`src/rtl/core/ole_fifo.sv`:
```
// Two-entry command queue between the front end and the cell array.
module ole_fifo #(
  parameter int W = 8
) (
  input  logic         clk,
  input  logic         rst_n,
  input  logic         push,
  input  logic [W-1:0] din,
  output logic         full,
  input  logic         pop,
  output logic [W-1:0] dout,
  output logic         empty
);

  logic [W-1:0] entry_r [2];
  logic         wr_ptr_r;
  logic         rd_ptr_r;
  logic [1:0]   fill_r;
  logic         do_push;
  logic         do_pop;

  assign full    = (fill_r == 2'd2);
  assign empty   = (fill_r == 2'd0);
  assign do_push = push && !full;
  assign do_pop  = pop && !empty;
  assign dout    = entry_r[rd_ptr_r];

  always_ff @(posedge clk) begin
    if (do_push) begin
      entry_r[wr_ptr_r] <= din;
    end
  end

  always_ff @(posedge clk) begin
    if (!rst_n) begin
      wr_ptr_r <= 1'b0;
      rd_ptr_r <= 1'b0;
      fill_r   <= 2'd0;
    end else begin
      if (do_push) begin
        wr_ptr_r <= !wr_ptr_r;
      end
      if (do_pop) begin
        rd_ptr_r <= !rd_ptr_r;
      end
      case ({do_push, do_pop})
        2'b10:   fill_r <= fill_r + 2'd1;
        2'b01:   fill_r <= fill_r - 2'd1;
        default: fill_r <= fill_r;
      endcase
    end
  end

endmodule

```
`config.mk`:
```
export PLATFORM = sky130hd
export DESIGN_NAME = ole_fifo
export DESIGN_NICKNAME = d
export VERILOG_FILES = /design/src/rtl/core/ole_fifo.sv
export SDC_FILE = /design/constraint.sdc
export NUM_CORES = 1
export LEC_CHECK = 0
export BUFFER_PORTS_ARGS = -buffer_cell sky130_fd_sc_hd__buf_4
export CORE_ASPECT_RATIO = 1.1
export CORE_MARGIN = 8
export CORE_UTILIZATION = 44
export DETAILED_ROUTE_END_ITERATION = 7
export HOLD_SLACK_MARGIN = 0.06
export PLACE_DENSITY = 0.69
export SETUP_SLACK_MARGIN = 0.15
export SLEW_MARGIN = 10
export SYNTH_ARGS = -nofsm -noshare
export SYNTH_HDL_FRONTEND = slang
export SYNTH_SLANG_ARGS = --single-unit
```
`constraint.sdc`:
```
create_clock -name clk -period 1.55 [get_ports clk]
set_input_delay 0.2325 -clock clk [delete_from_list [all_inputs] [get_ports clk]]
set_output_delay 0.2325 -clock clk [all_outputs]
set_load 0.01 [all_outputs]
```
==> metrics.yaml <==
cts_tree: "yes"
synth_nets: 65
clock_sinks: 21
drtPass1Iterations: 4
place_congestion: 0.7172
hold_viol: 0
htreeDepth: 1
grt_pass1_vias: 531
wirelength_microns: 1443
first_iter_violations: 11
ant_nets: 0
cts_root_buffer: "clkbuf_4"
synth_cell_types: 17
critical_path.top_delay_family: "flip-flops"
synth_cells: 52
worst_ep_arrival_time_ns: 1.20
timing.rr.start: "fill_r[1]"
p_leak_uw: 0.0004689
clk_pin_slew_ns: 0.12
grt_max_degree: 13
crit_chain: "mux2_4 > buf_6"
crit_fanout: 8
finalClockSkew_ns: 0.006681
final_nets: 93
worst_path_largest_cell_delay_ns: 0.46
min_period_over_period_pct: 92.15
area_growth_pct: 42.12
crit_path_start_kind: "flop"
ys_seq_area_share_pct: 72.39
overflow: 0
synth_warnings: 0
n_antenna_cell: 0
grt_usage_pct: 8.627
fin_setup_tns_ns: 0
switching_share_pct: 29.44
die-area_sq_um: 3447
dp.cells: 90
finalSetupViolations: 0
worst_skew_pair.late_latency_ns: 0.29
clk_path_buf_depth: 2
vias: 489
drv_cap: 0
clkPwrFrac_pct: 13.5
internal_power_uw: 1326
drive_above_1_share_pct: 58.23
max_slew_margin_pct: 74.29
finalCriticalPeriod_ns: 1.428
worst-path-buf-inv: 1
rsz0062_at_grt: "yes"
syn_area_sq_um: 802.0
slew_viol_final: 0
run_status: "finished, final reports clean"
hold_buffers: 0
p_total_uw: 1879
via_per_inst: 5.041
p_sw_uw: 553.3
cpMaxStageDelayCell: "dfxtp_4"
pwr-share-comb_pct: 41.5
io_buffers: 21
fin_cells: 97
row_count: 16
antenna_found_initial: 0
worstReg2RegEnd: "fill_r[1]"
ys_ff_latch: 21
cellPowerDensity_nw_per_um2: 1649
p_seq_share_pct: 45.0
criticalPathCategory: "flop to output pin"
endpoint: "dout[1]"
die_w_microns: 56.71
drc: 0
ff2ff_setup_slack_ns: 0.18
timing.fmax_mhz: 700.1
boundaryPins: 22
avgSynthCellArea_sq_um: 15.42
crit_cells: 2
coreArea_sq_um: 1742
die_height_microns: 60.78
cp-end-kind: "output pin"
numCtsBuffers: 3
hold_slack_ns: 0.1152
hold_path.class: "input pin to flop"
rr_worst_depth: 5
start_util_pct: 46.05
dp_hpwl_microns: 1005
cp.required_ns: 1.32
max_slew.worst_pin.slew_ns: 0.3857
grt_pass1_wl_microns: 2290
ir_worst_vdd_mv: 0.9508
detail_route.wl_per_cell_microns: 14.88
## area by class of cell
type	count	area, sq um
tap	18	22.52
multi-input combinational	26	270.3
timing repair buffer	24	210.2
clock buffer	3	22.52
clock inverter	1	5.005
sequential	21	591.8
fill	139	601.8
inverter	4	17.52
## cell usage after synthesis
cell / number / share of area (%)
a21oi_1: 2 / 1.2
and3_1: 1 / 0.78
clkbuf_1: 1 / 0.47
dfxtp_1: 5 / 12
edfxtp_1: 16 / 60
ha_1: 1 / 1.6
inv_1: 3 / 1.4
inv_2: 1 / 0.47
mux2_2: 8 / 11
nand2_1: 1 / 0.47
nand2b_2: 1 / 1.1
nor2_1: 4 / 1.9
o21a_1: 1 / 0.94
o21ai_0: 2 / 1.2
or3_1: 2 / 1.6
xnor2_1: 2 / 2.2
xor2_1: 1 / 1.1
## flip-flops by register name, indices dropped and copies added (netlist names), named ones only
signal	count
entry_r	16
fill_r	2
rd_ptr_r	1
wr_ptr_r	1
## metrics by stage
| stage | util [%] | instance area, sq um | setup slack, ns |
|---|---|---|---|
| 2_1_floorplan | - | 803.3 | 0.1509 |
| 3_3_place_gp | 56.25 | 979.7 | 0.07833 |
| 3_5_place_dp | 56.25 | 979.7 | 0.05524 |
| 4_1_cts | 64.15 | 1117 | 0.1102 |
| 5_1_grt | 65.45 | 1140 | 0.08395 |
| 6_report | 65.45 | 1140 | 0.1216 |
## worst register-to-register path, cell delays in order (launching register included)
cell and delay [ns]:
dfxtp_4 0.38, o21a_4 0.23, ha_4 0.15, xnor2_1 0.12, or3_1 0.31, a21oi_1 0.11
## kinds of logic after synthesis
kind of cell	after synthesis	synth area share, %
DFF	21	72.39
and+or+nand+nor	9	5.772
muxes	8	11.23
AOI/OAI and AO/OA	5	3.433
buffers and inverters	5	2.339
xor gates and xnor gates	3	3.277
adders and majority gates	1	1.560
## repair_timing
item / 4_1_cts / 5_1_grt
buffers inserted: 2 / 1
setup endpoints to repair: 17 / 17
resized for setup: 25 / 4
pin swaps: 1 / 2
## cell usage in the layout, fill, tap and decap left out, drive strengths merged
cell type / instances
inv: 4
nor2: 4
dfxtp: 5
o21ai: 2
clkbuf: 3
o21a: 1
and3: 1
nand2b: 1
xor2: 1
or3: 2
edfxtp: 16
a21oi: 2
clkinv: 1
ha: 1
mux2: 8
buf: 24
nand2: 1
xnor2: 2
## layer usage
layer  part of all wire [%]  routed length (microns)  up-vias  global-route usage [%]
li1                       -                        -      240                       -
met1                     42                      612      233                   9.238
met2                     52                      752       14                   15.36
met3                    4.6                       67        2                   2.510
met4                   0.76                       11        0                   4.124
met5                      0                        0        -                       0
## worst min-delay path by stage
stage | start | to | slack [ns] | cells after the start
floorplan | din[0] | entry_r[0][0] | 0.33 | 0
global placement | din[5] | entry_r[0][5] | 0.42 | 1
detailed placement | din[7] | entry_r[0][7] | 0.42 | 1
CTS | din[7] | entry_r[1][7] | 0.11 | 1
global route | din[0] | entry_r[1][0] | 0.10 | 1
finish | din[7] | entry_r[0][7] | 0.12 | 1
## power by group through the flow
stage                     combinational, uW  clock [uW]  sequential [uW]
after CTS                               759         257              842
final                                   780         253              847
after global routing                    847         279              861
after floorplan                         364           0              781
after global placement                  549           0              819
after detailed placement                560           0              826
No activity file was read; power rests on OpenSTA's default activity.
