[config.mk]
export PLATFORM = sky130hd
export DESIGN_NAME = ole_back
export DESIGN_NICKNAME = d
export VERILOG_FILES = /design/src/rtl/core/ole_pkg.sv /design/src/rtl/core/ole_back.sv
export SDC_FILE = /design/constraint.sdc
export NUM_CORES = 2
export LEC_CHECK = 0
export BUFFER_PORTS_ARGS = -buffer_cell sky130_fd_sc_hd__buf_2
export CAP_MARGIN = 20
export CORE_UTILIZATION = 30
export CTS_CLUSTER_DIAMETER = 60
export DETAILED_ROUTE_END_ITERATION = 8
export PLACE_DENSITY = 0.44
export SETUP_SLACK_MARGIN = 0.5
export SLEW_MARGIN = 10
export SYNTH_ARGS = -nofsm -noshare
export SYNTH_HDL_FRONTEND = slang
export SYNTH_SLANG_ARGS = --single-unit
export TNS_END_PERCENT = 100
[constraint.sdc]
create_clock -name clk -period 10.3 [get_ports clk]
set_input_delay 1.545 -clock clk [delete_from_list [all_inputs] [get_ports clk]]
set_output_delay 1.545 -clock clk [all_outputs]
set_load 0.03 [all_outputs]
[src/rtl/core/ole_pkg.sv]
// Shared op codes, status codes and the command control word for the ordered list engine.
package ole_pkg;

  localparam logic [2:0] OP_APPEND     = 3'd0;
  localparam logic [2:0] OP_PREPEND    = 3'd1;
  localparam logic [2:0] OP_INSERT_AT  = 3'd2;
  localparam logic [2:0] OP_DROP_BACK  = 3'd3;
  localparam logic [2:0] OP_DROP_FRONT = 3'd4;
  localparam logic [2:0] OP_REMOVE_AT  = 3'd5;

  typedef enum logic [1:0] {
    ST_OK        = 2'd0,
    ST_BAD_INDEX = 2'd1,
    ST_EMPTY     = 2'd2,
    ST_FULL      = 2'd3
  } ole_status_t;

  typedef enum logic [1:0] {
    CMD_NONE   = 2'd0,
    CMD_INSERT = 2'd1,
    CMD_REMOVE = 2'd2
  } ole_kind_t;

  typedef struct packed {
    ole_kind_t   kind;
    ole_status_t status;
  } ole_ctl_t;

endpackage

[src/rtl/core/ole_back.sv]
// Back end: row of list cells that shift together, plus the result register.
module ole_back #(
  parameter int DEPTH      = 64,
  parameter int DATA_WIDTH = 32,
  parameter int CNT_W      = 7
) (
  input  logic                  clk,
  input  logic                  rst_n,
  input  logic                  cmd_empty,
  output logic                  cmd_pop,
  input  ole_pkg::ole_ctl_t     cmd_ctl,
  input  logic [CNT_W-1:0]      cmd_pos,
  input  logic [DATA_WIDTH-1:0] cmd_value,
  input  logic [CNT_W-1:0]      cmd_count,
  output logic                  out_empty,
  input  logic                  out_pop,
  output logic [CNT_W-1:0]      out_item_count,
  output logic [DATA_WIDTH-1:0] out_front_value,
  output logic [1:0]            out_status
);
  import ole_pkg::*;

  localparam logic [CNT_W-1:0] DEPTH_C = CNT_W'(DEPTH);

  logic [DATA_WIDTH-1:0] cells_r [DEPTH];
  logic                  fire;
  logic                  out_valid_r;
  logic                  out_valid_nxt;
  logic [DATA_WIDTH-1:0] cell0_nxt;
  logic [CNT_W-1:0]      out_count_r;
  logic [DATA_WIDTH-1:0] out_front_r;
  ole_status_t           out_status_r;

  // result register frees up in the same cycle it is popped
  assign fire          = !cmd_empty && (!out_valid_r || out_pop);
  assign cmd_pop       = fire;
  assign out_valid_nxt = fire || (out_valid_r && !out_pop);

  for (genvar i = 0; i < DEPTH; i++) begin : g_cell
    localparam logic [CNT_W-1:0] IDX = CNT_W'(i);
    always_ff @(posedge clk) begin
      if (fire) begin
        case (cmd_ctl.kind)
          CMD_INSERT: begin
            if (IDX == cmd_pos) begin
              cells_r[i] <= cmd_value;
            end else if (IDX > cmd_pos) begin
              if (i > 0) begin
                cells_r[i] <= cells_r[(i > 0) ? i - 1 : 0];
              end
            end
          end
          CMD_REMOVE: begin
            if (IDX >= cmd_pos) begin
              if (i < DEPTH - 1) begin
                cells_r[i] <= cells_r[(i < DEPTH - 1) ? i + 1 : i];
              end
            end
          end
          default: begin
            cells_r[i] <= cells_r[i];
          end
        endcase
      end
    end
  end

  always_comb begin
    cell0_nxt = cells_r[0];
    case (cmd_ctl.kind)
      CMD_INSERT: begin
        if (cmd_pos == '0) begin
          cell0_nxt = cmd_value;
        end
      end
      CMD_REMOVE: begin
        if (cmd_pos == '0) begin
          cell0_nxt = cells_r[(DEPTH > 1) ? 1 : 0];
        end
      end
      default: begin
        cell0_nxt = cells_r[0];
      end
    endcase
  end

  always_ff @(posedge clk) begin
    if (fire) begin
      out_count_r  <= cmd_count;
      out_status_r <= cmd_ctl.status;
      out_front_r  <= (cmd_count == '0) ? '0 : cell0_nxt;
    end
  end

  always_ff @(posedge clk) begin
    if (!rst_n) begin
      out_valid_r <= 1'b0;
    end else begin
      out_valid_r <= out_valid_nxt;
    end
  end

  assign out_empty       = !out_valid_r;
  assign out_item_count  = out_count_r;
  assign out_front_value = out_front_r;
  assign out_status      = out_status_r;

  a_fire_gives_result: assert property (@(posedge clk) disable iff (!rst_n)
    fire |=> out_valid_r)
    else $error("command taken but no result held");

  a_count_bound: assert property (@(posedge clk) disable iff (!rst_n)
    out_valid_r |-> (out_count_r <= DEPTH_C))
    else $error("result length beyond capacity");

  a_full_only_at_cap: assert property (@(posedge clk) disable iff (!rst_n)
    (out_valid_r && out_status_r == ST_FULL) |-> (out_count_r == DEPTH_C))
    else $error("full status with spare room");

  a_empty_front_zero: assert property (@(posedge clk) disable iff (!rst_n)
    (out_valid_r && out_count_r == '0) |-> (out_front_r == '0))
    else $error("empty list shows a front value");

endmodule

==> results_dict.tcl <==
set metrics [dict create \
    clock_sinks 2090 \
    maxSlewViolCount 0 \
    num_rows 218 \
    hpwl_um 227000 \
    cts.path.max_buffers 4 \
    fin_ws_ns 5.57 \
    synth_xor_area_frac 0 \
    cts_buffers 269 \
    syn_to_final_growth_pct 13.6 \
    start_util 0.301 \
    die_w_um 597 \
    async_flop_share 0 \
    startpoint_type "input port" \
    final_util 0.342 \
    ys_seq_area_frac 0.591 \
    vias 78665 \
    hold_path.class "reg -> reg" \
    finalSetupViolations 0 \
    cts_tree "done" \
    p_leak_nw 42.3 \
    rr_endpoint "cells_r[1][812]$_DFFE_PP_" \
    total_power_mw 20.2 \
    cts_resized 0 \
    cts-root-buf "clkbuf_16" \
    placedCellCount 14270 \
    status "completed" \
    drive_gt1_frac 0.0971 \
    coreArea_um2 352000 \
    synth_compound_area_frac 0.111 \
    post-place-ws_ns 4.61 \
    synthesis.area_um2 106000 \
    synth_warnings 0 \
    slew_headroom 0.242 \
    drtPass1Iterations 7 \
    setup-tns-final_ns 0 \
    end_kind "register" \
    via_per_inst 5.33 \
    crit_type "in -> reg" \
    grt_pass1_wl_um 543000 \
    fin_skew_ns 0.0281 \
    htree_num_levels 5 \
    io_buffer_count 96 \
    synth_fa_ha_area_frac 0.000236 \
    synth-edff-count 2089 \
    clock_latency_ns 0.88 \
    ys_seq_elements 2090 \
    antenna_found_initial 5 \
    critPathCapture "cells_r[0][786]$_DFFE_PP_" \
    die_h_um 597 \
    grt_usage 0.198 \
    cts_setup_buffers 0 \
    fmax_mhz 211 \
    cp.arrival_ns 5.22 \
    ant_nets 0 \
    finalCritPeriodShare 0.459 \
    final_hold_viol_count 0 \
    ys_types 51 \
    grt_pass1_vias 81642 \
    num-nets-final 9874 \
    crit_start "cmd_ctl[3]" \
    totalWireLength_um 363000 \
    grt_start_max_net_pins 72 \
    dieArea_um2 356000 \
    min_period_ns 4.73 \
    synth-simple-area-share 0.128 \
    post-route-drc-count 0 \
    worst_slew_pin_slew_ns 1.14 \
    peakVddDrop_mv 0.102 \
    r2r_start "out_valid_r$_SDFF_PN0_" \
    wl_per_cell_um 24.6 \
    drt_iter0_markers 6595 \
    overflow 0 \
    synth_nets 10205 \
    muxShareOfSynthArea 0.134 \
    gp_congestion 0.808 \
    critPathRequiredTime_ns 10.79 \
    rrSetupSlack_ns 6.74 \
    avgSynthCellArea_um2 10.5 \
    netlist_instances 10149 \
    path_clk_slew_ns 0.06 \
    finalNonFillerCells 14747 \
    cts_hold_buf 0 \
    ff2ff_path_depth 7 \
    powerDensity_nw_per_um2 168 \
    worstPathMaxFanout 36 \
    maxCapViolCount 0 \
    rsz0062_at_grt "no" \
    ys.flop_type "edfxtp_1" \
    synth_top_family_by_area "multiplexers" \
    ios 97 \
]
cell usage in the layout (no fill, tap or decap), types with 60 or more instances in the layout:
cell type	synthesis	routed
mux2i_1	1344	1344
clkbuf_1	748	60
edfxtp_1	2089	2089
nor2_4	0	61
a31oi_1	610	609
nor2_1	1139	1054
nand2_1	2280	2253
a21oi_1	443	430
o21ai_0	969	969
mux2_2	64	64
buf_4	0	262
buf_2	108	64
clkbuf_16	0	283
synth_stat cells (10+ instances only):
cell      count  area [um^2]
mux2_2       64          721
a22o_1       33          289
edfxtp_1   2089        62700
a22oi_1      36          270
o21ai_0     969         4850
nor2_1     1139         4280
nor3_1       19         95.1
nand4_1      14         87.6
buf_2       108          541
nor4_1       10         62.6
nand3_1      18         90.1
mux2i_1    1344        13500
a31oi_1     610         3820
or2_2        12         75.1
buf_1        87          327
a21oi_1     443         2220
o21ai_1      37          185
nand2_1    2280         8560
clkbuf_1    748         2810
where the power goes:
group          internal [mW]  total, mW  switching (mW)
registers               9.55       9.63          0.0759
logic                  0.410       1.28           0.871
clock network           5.49       9.33            3.83
cells by family after synthesis:
kind of cell,Yosys count
AO/OA/AOI/OAI,2150
AND/OR/NAND/NOR,3544
buffers and inverters,955
flip-flops,2090
multiplexers,1408
adder cells (fa/ha/maj),2
metrics by stage:
step | area, um^2 | hold WS [ns]
finish | 121000 | 0.519
global route | 121000 | 0.557
CTS | 120000 | 0.524
detailed placement | 112000 | 0.515
global placement | 112000 | 0.505
floorplan | 106000 | 0.496
critical path, stage by stage:
cell and delay (ns):
buf_2 0.11, inv_1 0.06, ha_2 0.24, buf_4 0.54, nand2b_1 0.38, nor2_4 0.80
o211ai_1 0.32, buf_4 0.33, a21oi_4 0.82
final cells by class:
class	instances	area (um^2)
clock buffer	343	7310
multi-input combinational	7104	40700
timing repair buffer	341	2590
sequential	2090	62800
tap	4730	5920
inverter	12	45.0
clock inverter	124	1170
fill	35790	232000
antenna	3	7.51
registers in the layout, indices dropped and copies added (netlist names):
signal and cells:
cells_r 2048, out_front_value 32, out_item_count 7, out_status 2, out_valid_r 1
how the worst min path moves through the flow:
stage                                from                        end  cells past startpoint
3_5_place_dp   cells_r[1][1000]$_DFFE_PP_  cells_r[1][968]$_DFFE_PP_                      2
5_1_grt         cells_r[1][992]$_DFFE_PP_  cells_r[1][960]$_DFFE_PP_                      2
3_3_place_gp   cells_r[1][1023]$_DFFE_PP_  cells_r[1][991]$_DFFE_PP_                      2
4_1_cts         cells_r[1][992]$_DFFE_PP_  cells_r[1][960]$_DFFE_PP_                      2
2_1_floorplan   cells_r[1][992]$_DFFE_PP_  cells_r[1][960]$_DFFE_PP_                      2
6_report        cells_r[1][992]$_DFFE_PP_  cells_r[1][960]$_DFFE_PP_                      2
per-layer routing:
layer  vias to the layer above  part of all wire  GRT usage
met4                         0             0.026     0.0556
met2                      2305              0.47      0.326
met1                     40015              0.45      0.274
met5                         -                 0          0
li1                      35817                 -          -
met3                       528             0.052     0.0247
Power figures use the tool's default switching activity.
