## config.mk

```make
export PLATFORM = sky130hd
export DESIGN_NAME = ole_front
export DESIGN_NICKNAME = d
export VERILOG_FILES = /design/src/rtl/core/ole_pkg.sv /design/src/rtl/core/ole_front.sv
export SDC_FILE = /design/constraint.sdc
export NUM_CORES = 1
export LEC_CHECK = 0
export ABC_CLOCK_PERIOD_IN_PS = 9300
export BUFFER_PORTS_ARGS = -buffer_cell sky130_fd_sc_hd__buf_4
export CORE_ASPECT_RATIO = 0.8
export CORE_MARGIN = 4
export CORE_UTILIZATION = 50
export CTS_CLUSTER_SIZE = 25
export DETAILED_ROUTE_END_ITERATION = 10
export PLACE_DENSITY_LB_ADDON = 0.2
export SYNTH_ARGS = -nofsm -noshare
export SYNTH_HDL_FRONTEND = slang
export SYNTH_SLANG_ARGS = --single-unit
```

## constraint.sdc

```tcl
create_clock -name clk -period 9.3 [get_ports clk]
set_clock_uncertainty 0.05 [all_clocks]
set_input_delay 1.395 -clock clk [delete_from_list [all_inputs] [get_ports clk]]
set_output_delay 1.395 -clock clk [all_outputs]
set_load 0.1 [all_outputs]
```

## src/rtl/core/ole_pkg.sv

```systemverilog
// Shared op codes, status codes and the command control word for the ordered list engine.
package ole_pkg;

  localparam logic [2:0] OP_APPEND     = 3'd0;
  localparam logic [2:0] OP_PREPEND    = 3'd1;
  localparam logic [2:0] OP_INSERT_AT  = 3'd2;
  localparam logic [2:0] OP_DROP_BACK  = 3'd3;
  localparam logic [2:0] OP_DROP_FRONT = 3'd4;
  localparam logic [2:0] OP_REMOVE_AT  = 3'd5;

  typedef enum logic [1:0] {
    ST_OK        = 2'd0,
    ST_BAD_INDEX = 2'd1,
    ST_EMPTY     = 2'd2,
    ST_FULL      = 2'd3
  } ole_status_t;

  typedef enum logic [1:0] {
    CMD_NONE   = 2'd0,
    CMD_INSERT = 2'd1,
    CMD_REMOVE = 2'd2
  } ole_kind_t;

  typedef struct packed {
    ole_kind_t   kind;
    ole_status_t status;
  } ole_ctl_t;

endpackage

```

## src/rtl/core/ole_front.sv

```systemverilog
// Front end: takes requests, checks them against the running length, issues cell commands.
module ole_front #(
  parameter int DEPTH = 64,
  parameter int CNT_W = 7
) (
  input  logic                         clk,
  input  logic                         rst_n,
  input  logic                         req_valid,
  input  logic [2:0]                   req_op,
  input  logic [CNT_W-1:0]             req_position,
  output logic                         cmd_push,
  output ole_pkg::ole_ctl_t            cmd_ctl,
  output logic [CNT_W-1:0]             cmd_pos,
  output logic [CNT_W-1:0]             cmd_count
);
  import ole_pkg::*;

  localparam logic [CNT_W-1:0] DEPTH_C = CNT_W'(DEPTH);
  localparam logic [CNT_W-1:0] ONE_C   = CNT_W'(1);

  logic [CNT_W-1:0] count_r;
  logic [CNT_W-1:0] count_nxt;
  logic             is_full;
  logic             is_empty;

  assign is_full  = (count_r == DEPTH_C);
  assign is_empty = (count_r == '0);
  assign cmd_push = req_valid;

  always_comb begin
    cmd_ctl.kind   = CMD_NONE;
    cmd_ctl.status = ST_OK;
    cmd_pos        = '0;
    count_nxt      = count_r;
    case (req_op)
      OP_APPEND: begin
        if (is_full) begin
          cmd_ctl.status = ST_FULL;
        end else begin
          cmd_ctl.kind = CMD_INSERT;
          cmd_pos      = count_r;
          count_nxt    = count_r + ONE_C;
        end
      end
      OP_PREPEND: begin
        if (is_full) begin
          cmd_ctl.status = ST_FULL;
        end else begin
          cmd_ctl.kind = CMD_INSERT;
          count_nxt    = count_r + ONE_C;
        end
      end
      OP_INSERT_AT: begin
        if (req_position > count_r) begin
          cmd_ctl.status = ST_BAD_INDEX;
        end else if (is_full) begin
          cmd_ctl.status = ST_FULL;
        end else begin
          cmd_ctl.kind = CMD_INSERT;
          cmd_pos      = req_position;
          count_nxt    = count_r + ONE_C;
        end
      end
      OP_DROP_BACK: begin
        if (is_empty) begin
          cmd_ctl.status = ST_EMPTY;
        end else begin
          // removing the last slot: nothing below it moves
          cmd_ctl.kind = CMD_REMOVE;
          cmd_pos      = count_r - ONE_C;
          count_nxt    = count_r - ONE_C;
        end
      end
      OP_DROP_FRONT: begin
        if (is_empty) begin
          cmd_ctl.status = ST_EMPTY;
        end else begin
          cmd_ctl.kind = CMD_REMOVE;
          count_nxt    = count_r - ONE_C;
        end
      end
      OP_REMOVE_AT: begin
        if (is_empty) begin
          cmd_ctl.status = ST_EMPTY;
        end else if (req_position >= count_r) begin
          cmd_ctl.status = ST_BAD_INDEX;
        end else begin
          cmd_ctl.kind = CMD_REMOVE;
          cmd_pos      = req_position;
          count_nxt    = count_r - ONE_C;
        end
      end
      default: begin
        cmd_ctl.kind = CMD_NONE;
      end
    endcase
  end

  assign cmd_count = count_nxt;

  always_ff @(posedge clk) begin
    if (!rst_n) begin
      count_r <= '0;
    end else if (req_valid) begin
      count_r <= count_nxt;
    end
  end

endmodule

```

==> results of run 1 <==
-- cell usage in the layout, fill, tap and decap left out, types with 6 or more instances in the layout --
cell type	count
sky130_fd_sc_hd__buf_4	31
sky130_fd_sc_hd__nand2_1	27
sky130_fd_sc_hd__o21ai_0	19
sky130_fd_sc_hd__nor2_1	19
sky130_fd_sc_hd__inv_1	15
sky130_fd_sc_hd__a21oi_1	13
sky130_fd_sc_hd__ha_1	11
sky130_fd_sc_hd__nor3_1	10
sky130_fd_sc_hd__dfxtp_1	7
sky130_fd_sc_hd__nand3_1	6
sky130_fd_sc_hd__o22ai_1	6
-- worst max-delay path: cells and delay by family --
kind            cells  cell delay (ps)
buf+inv             2              340
fa+ha+maj           1              320
simple gates        2              400
compound gates      3             1580
-- stage by stage --
| stage | utilization (%) | std cells |
|---|---|---|
| after global placement | 62.4 | 263 |
| after global routing | 63.4 | 267 |
| after CTS | 63.4 | 267 |
| after floorplan | - | 209 |
| final | 63.4 | 267 |
| after detailed placement | 62.4 | 263 |
-- logic make-up (layout without fill, tap and decap cells) --
logic type / Yosys count / count (layout) / share of synthesized area, %
AND/OR/NAND/NOR: 87 / 87 / 31.8
XOR/XNOR: 2 / 2 / 1.28
adder cells (fa/ha/maj): 11 / 11 / 10.0
buffers and inverters: 28 / 50 / 9.58
flip-flops: 7 / 7 / 10.2
AO/OA/AOI/OAI: 74 / 74 / 37.1
-- routing by layer --
| layer | up-vias | GRT usage, % |
|---|---|---|
| met1 | 784 | 35.3 |
| met5 | - | 0 |
| met4 | 0 | 4.05 |
| met3 | 12 | 6.78 |
| li1 | 821 | - |
| met2 | 111 | 41.4 |
-- worst max path at each step --
stage | start | to
finish | req_position[6] | cmd_pos[2]
global route | req_position[6] | cmd_pos[0]
CTS | req_position[6] | cmd_pos[2]
detailed placement | req_position[6] | cmd_pos[2]
global placement | req_position[6] | cmd_pos[2]
floorplan | req_position[0] | cmd_count[0]
-- layout make-up --
type	instances	area (um^2)	area share, %
Clock buffer	4	26.3	1.64
Multi-Input combinational cell	174	1100	68.7
Sequential cell	7	140	8.76
Timing Repair Buffer	31	233	14.5
Tap cell	36	45.0	2.81
Inverter	15	56.3	3.52
-- power by group through the flow --
stage | Combinational, W | Sequential, W | Clock (W)
floorplan | 0.0000873 | 0.0000326 | 0
global placement | 0.000109 | 0.0000340 | 0
detailed placement | 0.000110 | 0.0000340 | 0
CTS | 0.000110 | 0.0000333 | 0.0000306
global route | 0.000119 | 0.0000336 | 0.0000323
finish | 0.000111 | 0.0000334 | 0.0000303
==> summary.md, run 1 <==
## Yosys
* syn_nets: 233
* library cell occupying the most area in the post-synthesis netlist: sky130_fd_sc_hd__dfxtp_1
* sequential-to-total area share from yosys stat: 10.2%
* most frequent cell after synthesis: sky130_fd_sc_hd__nand2_1
* number of enable flip-flop cells after synthesis: 0
* count of cell types in the netlist: 52
* cell types with the highest counts after synthesis: sky130_fd_sc_hd__nand2_1, sky130_fd_sc_hd__nor2_1, sky130_fd_sc_hd__o21ai_0
* area share of the leading cell type in the synthesized netlist: 10.2%
* share of flip-flops with an asynchronous set or reset: 0%
* Syn Area/Cell: 6.56 um^2
* flip-flop cell with the highest count after synthesis: sky130_fd_sc_hd__dfxtp_1
* largest cells by area after synthesis: sky130_fd_sc_hd__dfxtp_1, sky130_fd_sc_hd__ha_1, sky130_fd_sc_hd__nand2_1
* synthesized netlist cell count: 209
* flops & latches, synth: 7
* post-synthesis cell area: 1370 um^2
* Synthesis Warnings: 0

## Worst setup path
* Critical Path Fanout Max: 7
* critical path, cell by cell: buf_4 -> ha_1 -> nand4_1 -> o31ai_1 -> nor3_1 -> a31o_2 -> a221o_1 -> buf_4
* nature of the critical path endpoint: output pin
* Setup crit start kind: input port
* WS Path Type: in -> out
* Critical Path Max Stage Delay: 890 ps
* Critical-path top delay cell: sky130_fd_sc_hd__o31ai_1
* CP arrival: 4040 ps
* Most Frequent Cell on Critical Path: sky130_fd_sc_hd__buf_4
* required time of the worst setup path: 7860 ps
* cell depth of the worst flop-to-flop path: 9
* r2r endpoint: count_r[2]
* setup slack of the worst register-to-register path: 6000 ps
* worst reg2reg startpoint: count_r[4]

## Clocking
* clock transition time at the flip-flop clock pins of the worst setup and hold paths: 50 ps
* setup repair bufs after CTS: 0
* number of H-tree levels: 1
* total of hold buffers inserted after clock tree synthesis: 0
* TritonCTS buffer count: 3
* cell chosen for the clock root: sky130_fd_sc_hd__clkbuf_4
* clock sink total: 7
* Max clock buf depth: 2
* worst-skew pair later-pin latency: 260 ps
* post-cts resize count: 0
* CTS tree: yes

## Timing
* slew at the pin closest to its max-slew limit: 963 ps
* RSZ-0062 raised after global routing: false
* Highest Clock Rate: 182 MHz
* worst max-slew margin expressed relative to the limit: 35.3%
* Pins Over Slew Limit: 0
* share of the cycle needed by the critical path after routing: 59.0%
* crit path time final: 5490 ps
* post-route worst setup slack: 3810 ps
* Setup Viol. Count Final: 0
* number of failing hold endpoints at the final stage: 0
* Post-Route Setup TNS: 0 ps
* Fin Hold WS: 542 ps

## Detailed routing
* sum of routed wire segments on met1: 1960 um
* top layer in use: met4
* total vias in the final route: 1728
* DRC violation count after routing: 0
* Avg Vias per Cell: 6.47
* met3 layer wire length in the routed design: 460 um
* Total Routed Length: 4490 um
* routed wire length per instance: 16.8 um
* post-route antenna net violation count: 0
* count of TritonRoute iterations in the first routing pass: 5
* detailed-routed wire length on met2: 2010 um
* number of DRC violations after detailed-routing iteration 0: 290

## Hold path
* number of cells on the worst hold path: 2
* type of the tightest min-delay check: reg -> reg
* Worst Hold End: count_r[1]
* launch point of the worst hold path: count_r[1]

## Finish
* share of layout cells above drive strength 1: 18.6%
* max reg flops: 7
* net count reported at finish: 256
* finished layout cell area: 1600 um^2
* fill count: 244
* Synth-to-Final Area Change: 16.7%
* Regs by FF count: count_r: 7 flops
* most flop-heavy register: count_r
* number of diodes: 0

## Power
* leakage power: 0.710 nW
* internal power contribution: 0.0000768 W
* cell area power density: 109 nW/um^2
* share of total power consumed by net switching: 56.1%
* power share of the clock group: 17.3%
* net switching component of the power: 0.0000982 W
* part of the total power dissipated in combinational logic: 63.6%
* maximum vdd ir drop: 0.000110 V
* share of power burned in registers: 19.1%
* post-layout power: 0.000175 W

## Place
* placed instance area: 1570 um^2
* pre-CTS setup slack: 3920 ps
* Port Buffers: 31
* routability cong.: 0.965
* DP HPWL: 3490 um

## Global routing
* largest net degree at the start of global routing: 19
* initial antenna violation count: 0
* global-route wire length before repair: 7130 um
* number of global-route vias before repair: 1477
* leftover overflow at the end of global routing: 0
* Total GRT Usage: 25.8%

## Flow run
* max-cap viol count: 0

## Status
* run status: finished clean

## Floorplanning
* horizontal die dimension: 66.6 um
* num rows: 16
* top-level port count: 32
* Die Outline Area: 3650 um^2
* core area: 2520 um^2
* overall die height: 54.8 um
* initial cell density of the core: 54.4%

No activity file was read; power rests on OpenSTA's default activity.
==> inputs of run 2 (changes only) <==
--- a/config.mk
+++ b/config.mk
@@ -5,7 +5,8 @@
 export SDC_FILE = /design/constraint.sdc
 export NUM_CORES = 1
 export LEC_CHECK = 0
-export ABC_CLOCK_PERIOD_IN_PS = 9300
+export ABC_AREA = 1
+export ABC_CLOCK_PERIOD_IN_PS = 5300
 export BUFFER_PORTS_ARGS = -buffer_cell sky130_fd_sc_hd__buf_4
 export CORE_ASPECT_RATIO = 0.8
 export CORE_MARGIN = 4
==> constraint.sdc (replaced) <==
create_clock -name clk -period 5.3 [get_ports clk]
set_clock_uncertainty 0.05 [all_clocks]
set_input_delay 0.795 -clock clk [delete_from_list [all_inputs] [get_ports clk]]
set_output_delay 0.795 -clock clk [all_outputs]
set_load 0.1 [all_outputs]
==> run 2 against run 1 <==
Critical path type is now reg -> out. Non-clock buffer count unchanged. Die area up 6.5%. First-iteration DRC count shrank 60%. Final area rose by 11%. Count of clock-buffer cells in the layout unchanged. Register-to-register slack worse by 3200 ps. Wire length is 7.8% lower.
==> summary.md, run 2 <==
## Status
* run status: finished clean, unchanged

## Clocking
* number of H-tree levels: 1, unchanged
* worst-skew pair later-pin latency: 220 ps, was 260 ps
* clock transition time at the flip-flop clock pins of the worst setup and hold paths: 40 ps, was 50 ps
* CTS tree: yes, unchanged
* clock sink total: 7, unchanged
* total of hold buffers inserted after clock tree synthesis: 0, unchanged
* cell chosen for the clock root: sky130_fd_sc_hd__clkbuf_8, was sky130_fd_sc_hd__clkbuf_4
* setup repair bufs after CTS: 0, unchanged
* post-cts resize count: 0, unchanged
* TritonCTS buffer count: 3, unchanged
* Max clock buf depth: 2, unchanged

## Detailed routing
* number of DRC violations after detailed-routing iteration 0: 117, was 290
* Total Routed Length: 4140 um, was 4490 um
* post-route antenna net violation count: 0, unchanged
* Avg Vias per Cell: 5.47, was 6.47
* count of TritonRoute iterations in the first routing pass: 4, was 5
* DRC violation count after routing: 0, unchanged
* routed wire length per instance: 13.2 um, was 16.8 um
* total vias in the final route: 1713, was 1728

## Timing
* crit path time final: 3740 ps
* Highest Clock Rate: 267 MHz
* Pins Over Slew Limit: 0, unchanged
* worst max-slew margin expressed relative to the limit: 61.3%, was 35.3%
* Post-Route Setup TNS: 0 ps, unchanged
* slew at the pin closest to its max-slew limit: 577 ps, was 963 ps
* share of the cycle needed by the critical path after routing: 70.5%
* Setup Viol. Count Final: 0, unchanged
* number of failing hold endpoints at the final stage: 0, unchanged
* RSZ-0062 raised after global routing: false, unchanged

## Yosys
* number of enable flip-flop cells after synthesis: 0, unchanged
* synthesized netlist cell count: 244, was 209
* syn_nets: 268, was 233
* cell types with the highest counts after synthesis: sky130_fd_sc_hd__nand2_1, sky130_fd_sc_hd__nand3_1, sky130_fd_sc_hd__inv_1, was sky130_fd_sc_hd__nand2_1, sky130_fd_sc_hd__nor2_1, sky130_fd_sc_hd__o21ai_0
* library cell occupying the most area in the post-synthesis netlist: sky130_fd_sc_hd__nand2_1, was sky130_fd_sc_hd__dfxtp_1
* area share of the leading cell type in the synthesized netlist: 17.8%, was 10.2%
* flip-flop cell with the highest count after synthesis: sky130_fd_sc_hd__dfxtp_1, unchanged
* post-synthesis cell area: 1470 um^2, was 1370 um^2
* share of flip-flops with an asynchronous set or reset: 0%, unchanged
* flops & latches, synth: 7, unchanged
* sequential-to-total area share from yosys stat: 9.51%, was 10.2%
* largest cells by area after synthesis: sky130_fd_sc_hd__nand2_1, sky130_fd_sc_hd__nand3_1, sky130_fd_sc_hd__dfxtp_1, was sky130_fd_sc_hd__dfxtp_1, sky130_fd_sc_hd__ha_1, sky130_fd_sc_hd__nand2_1
* most frequent cell after synthesis: sky130_fd_sc_hd__nand2_1, unchanged
* Synthesis Warnings: 0, unchanged
* count of cell types in the netlist: 38, was 52
* Syn Area/Cell: 6.04 um^2, was 6.56 um^2

## Power
* cell area power density: 277 nW/um^2, was 109 nW/um^2
* maximum vdd ir drop: 0.000182 V, was 0.000110 V
* post-layout power: 0.000491 W, was 0.000175 W
* leakage power: 0.940 nW, was 0.710 nW

## Finish
* number of diodes: 0, unchanged
* net count reported at finish: 300, was 256
* most flop-heavy register: count_r, unchanged
* Synth-to-Final Area Change: 20.1%, was 16.7%
* max reg flops: 7, unchanged
* share of layout cells above drive strength 1: 26.2%, was 18.6%
* fill count: 270, was 244
* count of non-filler cells in the finished layout: 313, was 267
* most frequent standard cell in the layout excluding fill and tap cells: sky130_fd_sc_hd__nand2_1, was sky130_fd_sc_hd__buf_4
* commonest cells after routing, fill and taps aside: sky130_fd_sc_hd__nand2_1, sky130_fd_sc_hd__nand3_1, sky130_fd_sc_hd__buf_4, was sky130_fd_sc_hd__buf_4, sky130_fd_sc_hd__nand2_1, sky130_fd_sc_hd__o21ai_0, sky130_fd_sc_hd__nor2_1, sky130_fd_sc_hd__inv_1
* Regs by FF count: count_r: 7 flops, unchanged

## Worst setup path
* CP bufs+invs: 2, unchanged
* cell depth of the worst flop-to-flop path: 14, was 9
* critical path, cell by cell: inv_1 -> ha_1 -> a21oi_1 -> nand2_1 -> nand2_1 -> nand2_2 -> nand2_2 -> nand2_2 -> o21ai_2 -> nand2_1 -> o311ai_1 -> buf_4, was buf_4 -> ha_1 -> nand4_1 -> o31ai_1 -> nor3_1 -> a31o_2 -> a221o_1 -> buf_4
* CP arrival: 2890 ps, was 4040 ps
* required time of the worst setup path: 4450 ps, was 7860 ps
* worst reg2reg startpoint: count_r[2], was count_r[4]
* Setup crit start kind: flop, was input port
* Critical-path top delay cell: sky130_fd_sc_hd__dfxtp_1, was sky130_fd_sc_hd__o31ai_1
* r2r endpoint: count_r[0], was count_r[2]
* setup slack of the worst register-to-register path: 2810 ps, was 6000 ps
* nature of the critical path endpoint: output pin, unchanged
* Worst path depth: 12, was 8
* Critical Path Fanout Max: 10, was 7
* Crit path max-delay family: simple AND/OR/NAND/NOR gates, was compound AO/OA/AOI/OAI gates
* endpoint of the worst setup timing path: cmd_pos[1], was cmd_pos[2]
* WS Path Type: reg -> out, was in -> out
* Critical Path Max Stage Delay: 580 ps, was 890 ps
* Crit. Startpoint: count_r[2], was req_position[6]

## Global routing
* leftover overflow at the end of global routing: 0, unchanged
* Total GRT Usage: 22.9%, was 25.8%
* initial antenna violation count: 0, unchanged
* largest net degree at the start of global routing: 11, was 19
* number of global-route vias before repair: 1510, was 1477
* global-route wire length before repair: 6940 um, was 7130 um

## Floorplanning
* top-level port count: 32, unchanged
* core area: 2790 um^2, was 2520 um^2
* overall die height: 56.6 um, was 54.8 um
* num rows: 17, was 16
* Die Outline Area: 3890 um^2, was 3650 um^2
* initial cell density of the core: 52.9%, was 54.4%
* horizontal die dimension: 68.7 um, was 66.6 um

## Place
* DP HPWL: 3380 um, was 3490 um
* routability cong.: 1.00, was 0.965
* placed cells: 309, was 263
* Port Buffers: 31, unchanged

## Hold path
* type of the tightest min-delay check: reg -> reg, unchanged

## Flow run
* max-cap viol count: 0, unchanged

-- run 2: cell count changes after synthesis, moves of 6 or more --
cell / previous run / this run
sky130_fd_sc_hd__nand2_2: 0 / 6
sky130_fd_sc_hd__o21ai_0: 19 / 6
sky130_fd_sc_hd__clkbuf_1: 8 / 0
sky130_fd_sc_hd__inv_2: 0 / 9
sky130_fd_sc_hd__nor3_1: 10 / 2
sky130_fd_sc_hd__nand2_1: 27 / 70
sky130_fd_sc_hd__o22ai_1: 6 / 0
sky130_fd_sc_hd__nand3_1: 6 / 32
sky130_fd_sc_hd__xor2_1: 0 / 6
-- run 2: through the flow --
step / worst slack, ps / area [um^2] / util (%) / hold slack [ps]
floorplan: 986 / 1470 / - / 583
global placement: 1700 / 1730 / 61.9 / 657
detailed placement: 1660 / 1730 / 61.9 / 664
CTS: 1590 / 1770 / 63.5 / 676
global route: 1310 / 1770 / 63.5 / 719
finish: 1560 / 1770 / 63.5 / 679
-- run 2: cells by family (layout without fill, tap and decap cells) --
kind of cell    count (synthesis)  count (layout)  share of synthesized area [%]
simple gates                  152             152                           53.2
buf+inv                        37              68                           11.0
compound gates                 30              30                           12.7
fa+ha+maj                      11              11                           9.34
xor+xnor                        7               7                           4.16
flops                           7               7                           9.51
-- run 2: tightest hold or removal path: stages (launching register included) --
cell	delay, ps
sky130_fd_sc_hd__dfxtp_1	390
sky130_fd_sc_hd__nand2_1	130
sky130_fd_sc_hd__nand3_1	80
sky130_fd_sc_hd__nand2_1	60
sky130_fd_sc_hd__inv_1	30
-- run 2: where the power goes --
part	switching (W)	internal [W]	total, W
Clock	0.0000223	0.0000520	0.0000742
Combinational	0.000259	0.0000859	0.000345
Sequential	0.0000134	0.0000577	0.0000711
-- run 2: layer usage --
metal	vias up	routed length (um)	track usage (%)	part of all wire, %
met1	756	1940	33.5	47
met2	68	1800	33.3	44
met5	-	0	0	0
li1	879	-	-	-
met4	0	92	5.00	2.2
met3	10	301	5.60	7.3
-- run 2: worst min path at each step --
stage | to | depth (start not counted) | start
finish | count_r[4] | 4 | count_r[4]
global route | count_r[5] | 4 | count_r[5]
CTS | count_r[4] | 4 | count_r[4]
detailed placement | count_r[5] | 4 | count_r[5]
global placement | count_r[5] | 4 | count_r[5]
floorplan | count_r[5] | 4 | count_r[5]
-- run 2: layout make-up --
class | instances | area (um^2) | area share [%]
inverter | 33 | 134 | 7.56
clock buffer | 4 | 45.0 | 2.54
sequential | 7 | 140 | 7.92
timing repair buffer | 31 | 233 | 13.1
tap | 38 | 47.5 | 2.69
multi-input combinational | 200 | 1170 | 66.1
